**config.mk**
```make
export PLATFORM = sky130hd
export DESIGN_NAME = iso_week_number_unit
export DESIGN_NICKNAME = d
export VERILOG_FILES = /design/src/iwn_pkg.sv /design/src/iwn_year_calc.sv /design/src/iwn_week_calc.sv /design/src/iso_week_number_unit.sv
export VERILOG_INCLUDE_DIRS = /design/src /design/src/src
export SDC_FILE = /design/constraint.sdc
export NUM_CORES = 1
export LEC_CHECK = 0
export BUFFER_PORTS_ARGS = -buffer_cell sky130_fd_sc_hd__buf_4
export CAP_MARGIN = 20
export CORE_ASPECT_RATIO = 0.9
export CORE_MARGIN = 2
export CORE_UTILIZATION = 55
export CTS_CLUSTER_SIZE = 12
export DETAILED_ROUTE_END_ITERATION = 6
export GPL_TIMING_DRIVEN = 0
export PLACE_DENSITY = 0.82
export SETUP_SLACK_MARGIN = 0.2
export SYNTH_ARGS = -nofsm -noshare
export SYNTH_HDL_FRONTEND = slang
export SYNTH_HIERARCHICAL = 1
export SYNTH_SLANG_ARGS = --single-unit
```
**constraint.sdc**
```tcl
create_clock -name clk -period 8.6 [get_ports clk]
set_input_delay 0 -clock clk [delete_from_list [all_inputs] [get_ports clk]]
set_output_delay 0 -clock clk [all_outputs]
set_load 0.05 [all_outputs]
```
**src/iso_week_number_unit_defines.svh**
```systemverilog
// Assertion macros for the ISO week number unit.
`ifndef ISO_WEEK_NUMBER_UNIT_DEFINES_SVH
`define ISO_WEEK_NUMBER_UNIT_DEFINES_SVH

`ifndef SYNTHESIS

// A condition that must hold at every clock edge out of reset.
`define IWN_ASSERT_ALWAYS(label, cond) \
	label: assert property (@(posedge clk) disable iff (!arst_n) (cond)) \
		else $error("iwn: check failed");

// A condition that, once seen, must later be followed by another.
`define IWN_ASSERT_LAT4(label, ante, cons) \
	label: assert property (@(posedge clk) disable iff (!arst_n) (ante) |-> ##4 (cons)) \
		else $error("iwn: latency check failed");

`else

`define IWN_ASSERT_ALWAYS(label, cond)
`define IWN_ASSERT_LAT4(label, ante, cons)

`endif

`endif

```
**src/iwn_pkg.sv**
```systemverilog
// Shared types, constants and tables for the ISO week number unit.
`timescale 1ns / 1ps

package iwn_pkg;

	typedef struct packed {
		logic [13:0] year;
		logic [3:0]  month;
		logic [4:0]  day;
	} date_t;

	typedef struct packed {
		logic [5:0] week_number;
		logic [2:0] weekday;
		logic [8:0] day_of_year;
		logic       leap_year;
	} result_t;

	// Year sums and flags passed from the year stages to the week stages.
	typedef struct packed {
		logic        valid;
		logic [14:0] sum_date;
		logic [14:0] sum_this;
		logic [14:0] sum_prev;
		logic        leap_this;
		logic        leap_prev;
		logic [8:0]  day_of_year;
	} year_info_t;

	localparam logic [14:0] YEAR_BIAS   = 15'd400;
	localparam logic [12:0] RECIP_100   = 13'd5243;
	localparam int unsigned SHIFT_100   = 19;
	localparam logic [8:0]  RECIP_7     = 9'd293;
	localparam int unsigned SHIFT_7     = 11;
	localparam logic [5:0]  WEEKS_LONG  = 6'd53;
	localparam logic [5:0]  WEEKS_SHORT = 6'd52;
	localparam logic [3:0]  MONTH_MAX   = 4'd12;

	function automatic logic [2:0] month_key(input logic [3:0] mi);
		logic [2:0] k;
		unique case (mi)
			4'd0:    k = 3'd0;
			4'd1:    k = 3'd3;
			4'd2:    k = 3'd2;
			4'd3:    k = 3'd5;
			4'd4:    k = 3'd0;
			4'd5:    k = 3'd3;
			4'd6:    k = 3'd5;
			4'd7:    k = 3'd1;
			4'd8:    k = 3'd4;
			4'd9:    k = 3'd6;
			4'd10:   k = 3'd2;
			default: k = 3'd4;
		endcase
		return k;
	endfunction

	function automatic logic [8:0] month_start(input logic [3:0] mi);
		logic [8:0] s;
		unique case (mi)
			4'd0:    s = 9'd0;
			4'd1:    s = 9'd31;
			4'd2:    s = 9'd59;
			4'd3:    s = 9'd90;
			4'd4:    s = 9'd120;
			4'd5:    s = 9'd151;
			4'd6:    s = 9'd181;
			4'd7:    s = 9'd212;
			4'd8:    s = 9'd243;
			4'd9:    s = 9'd273;
			4'd10:   s = 9'd304;
			default: s = 9'd334;
		endcase
		return s;
	endfunction

endpackage

```
**src/iwn_year_calc.sv**
```systemverilog
// Year arithmetic stages: century quotient, day-count sums, leap flags, ordinal day.
`timescale 1ns / 1ps

module iwn_year_calc (
	input  logic                clk,
	input  logic                arst_n,
	input  logic                in_valid,
	input  iwn_pkg::date_t      date,
	output iwn_pkg::year_info_t info
);

	logic        valid_s1;
	logic [14:0] yb_s1;
	logic [3:0]  mi_s1;
	logic [4:0]  day_s1;
	logic [27:0] prod_s1;

	logic [3:0]  mi_c;
	logic [14:0] yb_c;

	always_comb begin
		if (date.month == 4'd0) begin
			mi_c = 4'd0;
		end else if (date.month > iwn_pkg::MONTH_MAX) begin
			mi_c = iwn_pkg::MONTH_MAX - 4'd1;
		end else begin
			mi_c = date.month - 4'd1;
		end
		yb_c = {1'b0, date.year} + iwn_pkg::YEAR_BIAS;
	end

	always_ff @(posedge clk or negedge arst_n) begin
		if (!arst_n) begin
			valid_s1 <= 1'b0;
		end else begin
			valid_s1 <= in_valid;
		end
	end

	always_ff @(posedge clk) begin
		yb_s1   <= yb_c;
		mi_s1   <= mi_c;
		day_s1  <= date.day;
		prod_s1 <= {13'd0, yb_c} * {15'd0, iwn_pkg::RECIP_100};
	end

	// Second stage: quotients for this year and the previous one.
	logic [8:0]  q100;
	logic [8:0]  qb100;
	logic [6:0]  rem100;
	logic [14:0] yb_prev;
	logic [14:0] sum_this;
	logic [14:0] sum_prev;
	logic        leap_this;
	logic        leap_prev;
	logic [14:0] sum_date;
	logic [8:0]  doy;

	always_comb begin
		q100    = prod_s1[27:iwn_pkg::SHIFT_100];
		rem100  = 7'(yb_s1 - ({6'd0, q100} * 15'd100));
		qb100   = q100 - {8'd0, (rem100 == 7'd0)};
		yb_prev = yb_s1 - 15'd1;

		sum_this = yb_s1 + (yb_s1 >> 2) - {6'd0, q100} + {8'd0, q100[8:2]};
		sum_prev = yb_prev + (yb_prev >> 2) - {6'd0, qb100} + {8'd0, qb100[8:2]};

		leap_this = (yb_s1[1:0] == 2'd0) && ((rem100 != 7'd0) || (q100[1:0] == 2'd0));
		leap_prev = (yb_prev[1:0] == 2'd0) && ((rem100 != 7'd1) || (qb100[1:0] == 2'd0));

		// January and February count their weekday from the previous year.
		sum_date = ((mi_s1 < 4'd2) ? sum_prev : sum_this)
			+ {12'd0, iwn_pkg::month_key(mi_s1)} + {10'd0, day_s1};

		doy = {4'd0, day_s1} + iwn_pkg::month_start(mi_s1)
			+ {8'd0, ((mi_s1 >= 4'd2) && leap_this)};
	end

	always_ff @(posedge clk or negedge arst_n) begin
		if (!arst_n) begin
			info <= '0;
		end else begin
			info.valid       <= valid_s1;
			info.sum_date    <= sum_date;
			info.sum_this    <= sum_this;
			info.sum_prev    <= sum_prev;
			info.leap_this   <= leap_this;
			info.leap_prev   <= leap_prev;
			info.day_of_year <= doy;
		end
	end

endmodule

```
**src/iwn_week_calc.sv**
```systemverilog
// Week stages: weekday reduction, week count and wrap into neighbouring years.
`timescale 1ns / 1ps

module iwn_week_calc (
	input  logic                clk,
	input  logic                arst_n,
	input  iwn_pkg::year_info_t info,
	output logic                done,
	output iwn_pkg::result_t    result
);

	// Residue modulo 7 by folding octal digits, since 8 is 1 modulo 7.
	function automatic logic [2:0] mod7(input logic [14:0] v);
		logic [5:0] f1;
		logic [3:0] f2;
		f1 = {3'd0, v[2:0]} + {3'd0, v[5:3]} + {3'd0, v[8:6]}
			+ {3'd0, v[11:9]} + {3'd0, v[14:12]};
		f2 = {1'b0, f1[2:0]} + {1'b0, f1[5:3]};
		return (f2 >= 4'd7) ? 3'(f2 - 4'd7) : f2[2:0];
	endfunction

	logic       valid_s3;
	logic [2:0] wd_s3;
	logic [8:0] count_s3;
	logic       long_this_s3;
	logic       long_prev_s3;
	logic [8:0] doy_s3;
	logic       leap_s3;

	logic [2:0] res_date;
	logic [2:0] res_this;
	logic [2:0] res_prev;
	logic [2:0] wd_c;

	always_comb begin
		res_date = mod7(info.sum_date);
		res_this = mod7(info.sum_this);
		res_prev = mod7(info.sum_prev);
		wd_c     = (res_date == 3'd0) ? 3'd7 : res_date;
	end

	always_ff @(posedge clk or negedge arst_n) begin
		if (!arst_n) begin
			valid_s3 <= 1'b0;
		end else begin
			valid_s3 <= info.valid;
		end
	end

	// A year is long when 31 December is a Thursday, or a Friday in a leap year.
	always_ff @(posedge clk) begin
		wd_s3        <= wd_c;
		count_s3     <= info.day_of_year + 9'd10 - {6'd0, wd_c};
		long_this_s3 <= (res_this == 3'd4) || (info.leap_this && (res_this == 3'd5));
		long_prev_s3 <= (res_prev == 3'd4) || (info.leap_prev && (res_prev == 3'd5));
		doy_s3       <= info.day_of_year;
		leap_s3      <= info.leap_this;
	end

	logic [17:0] prod7;
	logic [5:0]  week_raw;
	logic [5:0]  weeks_this;
	logic [5:0]  week_c;

	always_comb begin
		prod7      = {9'd0, count_s3} * {9'd0, iwn_pkg::RECIP_7};
		week_raw   = 6'(prod7 >> iwn_pkg::SHIFT_7);
		weeks_this = long_this_s3 ? iwn_pkg::WEEKS_LONG : iwn_pkg::WEEKS_SHORT;
		priority if (week_raw == 6'd0) begin
			week_c = long_prev_s3 ? iwn_pkg::WEEKS_LONG : iwn_pkg::WEEKS_SHORT;
		end else if (week_raw > weeks_this) begin
			week_c = 6'd1;
		end else begin
			week_c = week_raw;
		end
	end

	always_ff @(posedge clk or negedge arst_n) begin
		if (!arst_n) begin
			done <= 1'b0;
		end else begin
			done <= valid_s3;
		end
	end

	always_ff @(posedge clk) begin
		result.week_number <= week_c;
		result.weekday     <= wd_s3;
		result.day_of_year <= doy_s3;
		result.leap_year   <= leap_s3;
	end

endmodule

```
**src/iso_week_number_unit.sv**
```systemverilog
// Top level of the ISO week number unit: a four-stage date decoder.
//
//   channel  | handshake         | payload
//   ---------+-------------------+------------------------------
//   date in  | start, busy       | date   (year, month, day)
//   result   | done (one cycle)  | result (week, weekday, ordinal day, leap)
//
// One date is taken in every clock cycle; busy is never raised.
// Each date goes through the four register stages (century quotient
// multiply, year sums, weekday residue, week quotient multiply and wrap).
// Reset clears the valid bits of the stages and the year-stage record; no result
// is shown after reset until a date has gone through. The receiver cannot
// stall, so nothing is held.
`timescale 1ns / 1ps
`include "iso_week_number_unit_defines.svh"

module iso_week_number_unit (
	input  logic             clk,
	input  logic             arst_n,
	input  logic             start,
	output logic             busy,
	input  iwn_pkg::date_t   date,
	output logic             done,
	output iwn_pkg::result_t result
);

	iwn_pkg::year_info_t info;
	logic                accept;
	logic                result_ok;

	assign busy   = 1'b0;
	assign accept = start && !busy;

	iwn_year_calc u_year (
		.clk      (clk),
		.arst_n   (arst_n),
		.in_valid (accept),
		.date     (date),
		.info     (info)
	);

	iwn_week_calc u_week (
		.clk    (clk),
		.arst_n (arst_n),
		.info   (info),
		.done   (done),
		.result (result)
	);

	assign result_ok = (result.weekday != 3'd0) && (result.week_number != 6'd0)
		&& (result.week_number <= iwn_pkg::WEEKS_LONG);

	// Every transfer in leaves exactly one result.
	`IWN_ASSERT_LAT4(a_result_follows, accept, done)
	`IWN_ASSERT_LAT4(a_no_spurious, !accept, !done)
	`IWN_ASSERT_ALWAYS(a_result_range, !done || result_ok)

endmodule
```
Word level (Yosys, flattened, before mapping)
Memories as Yosys holds them, arrays and structs flattened.
Cells that the tools add are included.
Widths: inputs -> output; s select.
{ "classes": {"addsub": 35, "multipliers": 3, "n_lt_le_gt_ge": 7, "n_eq_ne": 5, "mux": 10, "n_reduce_logical": 19} }
{ "ops": {"columns": ["op", "n"], "rows": [
  ["$add 6x3->6", 9],
  ["$add 15x13->15", 2],
  ["$add 15x7->15", 2],
  ["$sub 15x9->15", 2],
  ["$mul 15x13->28 const B", 1],
  ["$add 3x3->4", 6],
  ["$mul 9x9->17 const B", 1],
  ["$add 14x9->15 const B", 1],
  ["$add 15x3->15", 1],
  ["$add 15x5->15", 1],
  ["$mux 15", 1],
  ["$sub 15x1->15 const B", 1],
  ["$eq 3x3->1 const B", 4],
  ["$ge 4x3->1 const B", 3],
  ["$mux 3", 4],
  ["$mux 6", 2],
  ["$add 5x9->9", 1],
  ["$add 9x1->9", 1],
  ["$add 9x4->9 const B", 1],
  ["$mul 9x5->5 const B", 1],
  ["$sub 3x3->3 const B", 3],
  ["$sub 9x1->9", 1],
  ["$sub 9x3->9", 1],
  ["$logic_not 2->1", 4],
  ["other kinds (17)", 25]
]} }
{ "totals": {"ff_bits": 155, "rom_bits": 192, "input_bits": 26, "out_inout_bits": 21, "elab_cells": 106, "mem_count": 2} }
{ "mem_list": {"columns": ["name", "words", "word_bits", "rd", "rd_clocked_by_memory_dff", "wr", "line_no", "rtl"], "rows": [
  ["(name not given)", 16, 9, 1, 0, 0, "iwn_pkg.sv:60", "unique case (mi)"],
  ["(name not given)", 16, 3, 1, 0, 0, "iwn_pkg.sv:41", "unique case (mi)"]
]} }

Logic depth before layout (Yosys ltp)
Gate-level depths: netlist of run 1.
{ "logic_depth": {"depth_word": 10, "depth_mapped": 33, "ltp_nobuf": 33} }

Hierarchy
Netlist of run 1, hierarchy kept.
{ "modules_own_cells": {"columns": ["mod", "instances", "cells_each", "area_each_um2", "seq_area_each_um2"], "rows": [
  ["iwn_year_calc", 1, 1046, 10221.1, 2112.0],
  ["iwn_week_calc", 1, 396, 3980.1, 910.9],
  ["iso_week_number_unit", 1, 2, 11.3, 0.0]
]} }

Worst setup path before layout of run 1
OpenSTA, ideal clock, no wires.
{ "synth_timing": {"path_type": "reg-to-reg", "startpoint": "register u_year.prod_s1[22]", "endpoint": "register, netlist name u_year/info[55]", "setup_ns": 0.129, "t_arrival_ns": 6.092, "t_required_ns": 8.471, "path_slack_ns": 2.379, "path_stages_with_launch": 32, "period_less_slack_ns": 6.221, "path_cell_list": "dfxtp_1 -> ha_1 -> inv_1 -> ha_1 -> or3_1 -> nand4b_1 -> nor3_1 -> and2_1 -> ha_1 -> nand2_1 -> nor2_1 -> xor2_1 -> fa_1 -> inv_1 -> fa_1 -> inv_1 -> ha_1 -> inv_1 -> fa_1 -> nor2_1 -> a21oi_1 -> fa_1 -> inv_1 -> ha_1 -> a21o_1 -> a21oi_1 -> o21bai_1 -> a21oi_1 -> a21oi_2 -> o211ai_4 -> nor4_2 -> xnor2_1"} }
{ "synth_via": {"elab_chain_cells": 9} }
{ "synth_rtl": {"columns": ["item", "line_no", "rtl"], "rows": [
  ["start: declaration", "iwn_year_calc.sv:16", "logic [27:0] prod_s1;"],
  ["start signal: assignment", "iwn_year_calc.sv:44", "prod_s1 <= {13'd0, yb_c} * {15'd0, iwn_pkg::RECIP_100};"],
  ["$mul 9x5->5", "iwn_year_calc.sv:61", "rem100 = 7'(yb_s1 - ({6'd0, q100} * 15'd100));"],
  ["$sub 7x7->7", "iwn_year_calc.sv:61", null],
  ["$logic_not 7->1", "iwn_year_calc.sv:62", "qb100 = q100 - {8'd0, (rem100 == 7'd0)};"],
  ["$sub 9x1->9", "iwn_year_calc.sv:62", null],
  ["$sub 15x9->15", "iwn_year_calc.sv:66", "sum_prev = yb_prev + (yb_prev >> 2) - {6'd0, qb100} + {8'd0, qb100[8:2]};"],
  ["$add 15x7->15", "iwn_year_calc.sv:66", null],
  ["$mux 15 *", "iwn_year_calc.sv:72", "sum_date = ((mi_s1 < 4'd2) ? sum_prev : sum_this)"],
  ["$add 15x3->15 *", "iwn_year_calc.sv:73", "+ {12'd0, iwn_pkg::month_key(mi_s1)} + {10'd0, day_s1};"],
  ["$add 15x5->15 *", "iwn_year_calc.sv:73", null],
  ["net u_year.sum_date[14]", "iwn_year_calc.sv:56", "logic [14:0] sum_date;"]
]} }
The timed path passes the listed nets; every way through them passes the cells marked *.
A chain may end at the register's enable or synchronous reset.

Final worst setup path of run 1
{ "layout_timing": {"startpoint": "register u_year.prod_s1[20]", "endpoint": "register, netlist name u_year/info[55]"} }
{ "layout_via": {"elab_chain_cells": 9} }
{ "layout_rtl": {"columns": ["item", "line_no"], "rows": [
  ["$mul 9x5->5", "iwn_year_calc.sv:61"],
  ["$sub 7x7->7", "iwn_year_calc.sv:61"],
  ["$logic_not 7->1", "iwn_year_calc.sv:62"],
  ["$sub 9x1->9", "iwn_year_calc.sv:62"],
  ["$sub 15x9->15", "iwn_year_calc.sv:66"],
  ["$add 15x7->15", "iwn_year_calc.sv:66"],
  ["$mux 15 *", "iwn_year_calc.sv:72"],
  ["$add 15x3->15 *", "iwn_year_calc.sv:73"],
  ["$add 15x5->15 *", "iwn_year_calc.sv:73"],
  ["net u_year.sum_date[14]", "iwn_year_calc.sv:56"]
]} }
Marks and branches as above.

==> run_results.csv, run 1 <==
group,metric,value,unit
critical_path,worst_ep_arrival_time,7360,ps
synth,synth_xor_area_frac,0.07166,
placement,total_placed_instance_area,0.01499,sq mm
final_layout,drive_gt1_frac,0.07697,
synth,synth.area.mux_share,0.006427,
clocking,hold_buffers,21,
routing,post-route-drc-count,0,
synth,ys.warnings.count,6,
synth,synthesis.area,0.01421,sq mm
final_layout,diodes,0,
routing,ant_nets,0,
timing,max_slew_violation_count,0,
synth,post_synthesis_share_of_cell_area_spent_on_and_or_nand_and_nor_gates,0.08267,
timing,maxClockFrequency,142.3,MHz
clocking,postCtsResizedCells,0,
routing,vias,10150,
final_layout,multi_input_gate_area_in_the_final_layout,0.009862,sq mm
placement,port_buf_inserts,45,
clocking,cts.repair_timing.setup_buffer_count,0,
final_layout,fin_nets,1960,
critical_path,critPathSlowestCell,"sky130_fd_sc_hd__fa_1",
critical_path,cp-start-kind,"register",
synth,asyncSetResetFlopFracSynth,0.4412,
synth,synthAdderAreaFrac,0.4275,
floorplanning,pin_count,47,
placement,place.gp.congestion,0.8770,
critical_path,cpPeakStageDelay,510,ps
synth,synth.ff_latch_count,136,
synth,synth_compound_area_frac,0.1054,
final_layout,mostFrequentLayoutCells,"sky130_fd_sc_hd__inv_1, sky130_fd_sc_hd__ha_1, sky130_fd_sc_hd__fa_1",
routing,drtIter0Drc,526,
grt,grt.total_usage,0.2282,
final_layout,seqCellArea,0.003023,sq mm
floorplanning,design.die.area,0.02714,sq mm
synth,cell_type_with_the_highest_aggregate_area_in_the_netlist,"sky130_fd_sc_hd__ha_1",
clocking,number_of_h_tree_branching_levels,4,
timing,layout_worst_path_cycle_share,0.8170,
run_status,status,"completed",
clocking,cts-root-to-sink-buffers,2,
synth,synth.yosys.seq_area_share,0.2127,
timing,worst_slew_pin_slew,1036,ps
synth,leading_register_cell_type_out_of_synthesis,"sky130_fd_sc_hd__dfxtp_1",
routing,routed_wire_length_per_instance,15.57,microns
final_layout,layout.filler_cells,1925,
timing,final.setup_skew,15.93,ps
synth,synth_enable_flop_cells,0,
final_layout,area_delta_synth_final,11.34,%
floorplanning,row_count,55,
routing,drt-pass1-iter-count,7,
final_layout,design_area,0.01582,sq mm
routing,drt_wl_total,29400,microns
clocking,cts.sink_count,136,
floorplanning,placeableCoreArea,0.02526,sq mm
clocking,tritoncts.num_buffers,17,
critical_path,required,8930,ps
final_layout,final_common_cell,"sky130_fd_sc_hd__inv_1",
critical_path,critPathMaxFanout,5,
synth,synthesis.nets,1871,
floorplanning,start_util,0.5627,
timing,setup_violations,0,
timing,timing.slew.headroom,0.3047,
grt,antenna_found_initial,0,
synth,avgSynthCellArea,9.842,sq um
synth,most_area_consuming_cells_after_synthesis,"sky130_fd_sc_hd__ha_1, sky130_fd_sc_hd__fa_1, sky130_fd_sc_hd__dfxtp_1",
placement,final_hpwl_from_detailed_placement,23540,microns
min_path,min-delay-path-class,"in2reg",
routing,via_per_inst,5.373,
grt,first_global_vias,10690,
floorplanning,chipWidth,173.4,microns
clocking,clock-root-buffer,"sky130_fd_sc_hd__clkbuf_16",
timing,fin_setup_tns,0,ps
grt,wire_length_of_the_first_global_routing_pass,49740,microns
grt,globalRoute.totalOverflow,0,
clocking,tritoncts_clock_tree,"yes",
synth,synth_top_family_by_area,"adder cells",
timing,timing_hold_violations_final,0,
critical_path,timing_worst_setup_path_type,"reg2reg",
synth,synthesis.instances,1444,
synth,synth_top_cell_area_share,0.2289,
timing,final.min_clock_period,7026,ps
timing,rsz0062_at_grt,"no",
floorplanning,die_height,156.5,microns
clocking,worst_skew_pair.late_latency,430,ps
run,drv.max_cap_violation_count,0,
critical_path,cp-end-kind,"register",
clocking,clk_pin_slew,70,ps
critical_path,critical-path-top-cell-by-count,"sky130_fd_sc_hd__inv_1",
synth,ys_types,82,
grt,grt_max_degree,61,
-- worst max-delay path, delay by kind of cell, from the launching register on --
kind,cells,cell delay [ps]
flops,1,360
simple gates,8,950
fa+ha+maj,8,2790
buf+inv,5,440
xor+xnor,4,970
compound gates,8,1380
-- sequential cells by signal, indices dropped and copies added (netlist names), 4 cells and up --
signal,flops
u_week/doy_s3,9
u_week/result,19
u_year/day_s1,5
u_week/count_s3,9
u_year/prod_s1,10
u_year/mi_s1,4
u_year/info,57
u_year/yb_s1,14
-- synthesized netlist by cell type (3+ instances only) --
master,count
sky130_fd_sc_hd__nand3_1,14
sky130_fd_sc_hd__o21ai_0,32
sky130_fd_sc_hd__a211oi_2,5
sky130_fd_sc_hd__and3_1,5
sky130_fd_sc_hd__nand2_1,46
sky130_fd_sc_hd__or3_1,7
sky130_fd_sc_hd__nand2b_1,6
sky130_fd_sc_hd__inv_1,340
sky130_fd_sc_hd__fa_1,141
sky130_fd_sc_hd__nor4_1,5
sky130_fd_sc_hd__dfxtp_1,76
sky130_fd_sc_hd__a21oi_1,62
sky130_fd_sc_hd__nor3b_1,6
sky130_fd_sc_hd__a211oi_1,12
sky130_fd_sc_hd__o21bai_1,7
sky130_fd_sc_hd__o21ai_2,3
sky130_fd_sc_hd__a22oi_1,3
sky130_fd_sc_hd__dfrtp_1,60
sky130_fd_sc_hd__mux2i_1,8
sky130_fd_sc_hd__a31oi_1,6
sky130_fd_sc_hd__ha_1,260
sky130_fd_sc_hd__xnor2_1,72
sky130_fd_sc_hd__o21a_1,7
sky130_fd_sc_hd__a21o_1,28
sky130_fd_sc_hd__and2_1,6
sky130_fd_sc_hd__or2_2,3
sky130_fd_sc_hd__nor2b_1,11
sky130_fd_sc_hd__a211o_1,3
sky130_fd_sc_hd__clkbuf_1,6
sky130_fd_sc_hd__o211ai_1,4
sky130_fd_sc_hd__nor3_1,28
sky130_fd_sc_hd__nand4_1,10
sky130_fd_sc_hd__xnor2_2,4
sky130_fd_sc_hd__xor2_1,35
sky130_fd_sc_hd__nor2_1,51
sky130_fd_sc_hd__o21ai_1,8
-- path summary, 6_finish.rpt --
kind,startpoint,cells past startpoint,to,slack [ps]
setup / recovery,u_year/prod_s1[20],33,u_year/info[55],1570
max in group asynchronous,arst_n,2,u_year/info[17],7910
hold reg to reg,u_week/wd_s3[0],0,u_week/result[10],330
hold / removal,date[19],3,u_year/yb_s1[13],40
min in group asynchronous,arst_n,2,u_year/info[35],180
setup reg to reg,u_year/prod_s1[20],33,u_year/info[55],1570
-- logic make-up after synthesis --
| logic type | Yosys count |
|---|---|
| xor+xnor | 112 |
| flops | 136 |
| other cells | 1 |
| fa+ha+maj | 401 |
| mux | 9 |
| simple gates | 220 |
| compound gates | 215 |
| buf+inv | 350 |
-- layout make-up --
type,instances,share of cell area
multi-input cells,958,0.6232
flip-flops and latches,136,0.1910
clock buffers,17,0.02688
well taps,342,0.02704
clock inverters,15,0.01107
repair buffers,70,0.03685
inverters,340,0.08065
plain buffers,10,0.003242
-- through the flow --
stage            util  hold slack (ps)  worst slack (ps)  std cells
6_report       0.6266            40.46              1574       1888
5_1_grt        0.6266            49.45              1119       1888
4_1_cts        0.6255            34.55              1592       1885
3_5_place_dp   0.5934            105.6              1642       1832
3_3_place_gp   0.5931            102.6              1768       1831
2_1_floorplan       -           -295.6              2379       1444
-- layer usage --
| metal | vias to the layer above | global-route usage | share of wire |
|---|---|---|---|
| met1 | 4944 | 0.2775 | 0.42 |
| met3 | 60 | 0.03377 | 0.044 |
| li1 | 4886 | - | - |
| met5 | - | 0 | 0 |
| met2 | 255 | 0.4130 | 0.51 |
| met4 | 0 | 0.08354 | 0.025 |
Power of run 1 is not shown: default switching activity piles up to over one toggle a cycle in this logic, so the estimate is an artifact.
==> run 2, diff against run 1 <==
- PLACE_DENSITY: 0.82 -> 0.85
- clock period: 8.6 -> 5.8 ns (I/O delays scaled with it)
==> run 2 against run 1 <==
The run now ends with setup timing left; clock-buffer cell count unchanged; utilization increased by 5.4 points; register-to-register slack lost 2500 ps; largest cell class unchanged.
==> run_results.csv, run 2 (synthesis results as in run 1) <==
group,metric,value,unit
critical_path,timing_worst_setup_path_type,"reg2reg",
routing,post-route-drc-count,0,
floorplanning,die_height,156.5,microns
critical_path,cp-start-kind,"register",
clocking,clk_pin_slew,70,ps
timing,timing.slew.headroom,0.2504,
routing,drt-pass1-iter-count,6,
critical_path,critPathMaxFanout,3,
run_status,status,"finished with violations",
critical_path,r2r_end,"u_year/info[48]",
timing,worst_slew_pin_slew,1120,ps
clocking,cts.sink_count,136,
run,drv.max_cap_violation_count,0,
timing,maxClockFrequency,149.6,MHz
final_layout,drive_gt1_frac,0.2015,
floorplanning,pin_count,47,
final_layout,biggestRegsByFlops,"u_year/info (57), u_week/result (19), u_year/yb_s1 (14)",
critical_path,worst-r2r-setup-slack,-880,ps
timing,timing_hold_violations_final,0,
timing,final.min_clock_period,6683,ps
clocking,tritoncts_clock_tree,"yes",
run_status,violations,"setup timing",
final_layout,diodes,0,
clocking,cts-root-to-sink-buffers,2,
timing,setup_violations,18,
timing,layout_worst_path_cycle_share,1.152,
final_layout,largest_register_ffs,57,
critical_path,cpPeakStageDelay,520,ps
critical_path,rr_startpoint,"u_year/prod_s1[19]",
clocking,number_of_h_tree_branching_levels,4,
timing,final.setup.worst_slack,-882.5,ps
clocking,clock-root-buffer,"sky130_fd_sc_hd__clkbuf_16",
critical_path,critPathSlowestCell,"sky130_fd_sc_hd__fa_1",
min_path,hold_end,"u_year/yb_s1[14]",
routing,vias,11610,
critical_path,reg2regPathDepth,31,
final_layout,final_common_cell,"sky130_fd_sc_hd__inv_1",
min_path,min-delay-path-class,"in2reg",
grt,globalRoute.totalOverflow,0,
timing,fin_worst_hold_slack,4.699,ps
final_layout,area_delta_synth_final,20.98,%
floorplanning,row_count,55,
critical_path,required,6120,ps
timing,max_slew_violation_count,0,
grt,wire_length_of_the_first_global_routing_pass,57290,microns
final_layout,layout.filler_cells,1611,
routing,routed_wire_length_per_instance,20.50,microns
min_path,timing.hold.worst.start,"date[21]",
routing,ant_nets,0,
grt,grt.total_usage,0.2673,
routing,via_per_inst,5.924,
clocking,tritoncts.num_buffers,17,
floorplanning,chipWidth,173.4,microns
placement,preCtsSetupSlack,-818.8,ps
clocking,worst_skew_pair.late_latency,440,ps
min_path,count_of_cells_along_the_worst_hold_path,3,
floorplanning,start_util,0.5627,
critical_path,critical-path-top-cell-by-count,"sky130_fd_sc_hd__inv_2",
timing,final.setup_skew,14.15,ps
final_layout,top_register,"u_year/info",
critical_path,cp-end-kind,"register",
final_layout,fin_nets,2032,
placement,final_hpwl_from_detailed_placement,24140,microns
grt,grt_max_degree,61,
timing,rsz0062_at_grt,"yes",
placement,place.gp.congestion,0.8900,
floorplanning,design.die.area,0.02714,sq mm
final_layout,mostFrequentLayoutCells,"sky130_fd_sc_hd__inv_1, sky130_fd_sc_hd__ha_1, sky130_fd_sc_hd__fa_1",
floorplanning,placeableCoreArea,0.02526,sq mm
routing,drtIter0Drc,987,
grt,first_global_vias,11780,
critical_path,worst_ep_arrival_time,7010,ps
routing,drt_wl_total,40190,microns
grt,antenna_found_initial,2,
placement,port_buf_inserts,45,
run 2: cell types whose count changed in the layout (fill, tap and decap cells not counted), sizes merged:
cell	previous run	this run
buf	51	121
dlygate4sd3	23	25
clkinv	3	4
bufinv	1	0
clkinvlp	0	1
inv	351	350
run 2: per-stage QoR:
stage | TNS (ps) | instances | area [sq um] | util
after floorplan | -255.5 | 1444 | 14320 | -
after global placement | -6657 | 1831 | 15080 | 0.5971
after detailed placement | -10210 | 1832 | 15090 | 0.5974
after CTS | -3581 | 1925 | 16550 | 0.6552
after global routing | -11970 | 1960 | 17190 | 0.6808
final | -8923 | 1960 | 17190 | 0.6808
run 2: timing repair:
action | 4_1_cts | 5_1_grt
gates resized for setup | 81 | 75
pin swaps | 55 | 63
endpoints found under the setup margin | 32 | 35
hold buffers | 23 | 2
setup buffers | 38 | 33
endpoints found under the hold margin | 80 | 2
run 2: layout make-up:
class	instances	area, sq um	area share
Tap cell	342	427.9	0.02489
Clock buffer	17	425.4	0.02474
Sequential cell	136	3035	0.1765
Multi-Input combinational cell	958	10650	0.6196
Clock inverter	15	133.9	0.007786
Inverter	340	1284	0.07466
Timing Repair Buffer	142	1182	0.06877
Buffer	10	51.30	0.002984
run 2: worst max-delay path: cells and delay by family (launching register included):
kind,cells,cell delay [ps]
buf+inv,8,740
compound gates,5,960
simple gates,7,950
flops,1,340
xor+xnor,2,400
fa+ha+maj,9,3190
run 2: worst max-delay path by stage:
stage | start | end | cells after the start
after global placement | u_year/prod_s1[20] | u_year/info[53] | 32
final | u_year/prod_s1[19] | u_year/info[48] | 31
after floorplan | u_year/prod_s1[20] | u_year/info[55] | 32
after global routing | u_year/prod_s1[19] | u_year/info[53] | 31
after CTS | u_year/prod_s1[20] | u_year/info[55] | 33
after detailed placement | u_year/prod_s1[19] | u_year/info[55] | 30
run 2: layer usage:
| metal | vias up | wire length, microns | GRT usage |
|---|---|---|---|
| met2 | 714 | 20120 | 0.4870 |
| met3 | 267 | 2967 | 0.05199 |
| met5 | - | 0 | 0 |
| li1 | 5022 | - | - |
| met4 | 0 | 2906 | 0.1332 |
| met1 | 5608 | 14190 | 0.3006 |
Power of run 2 is left out for the same reason.
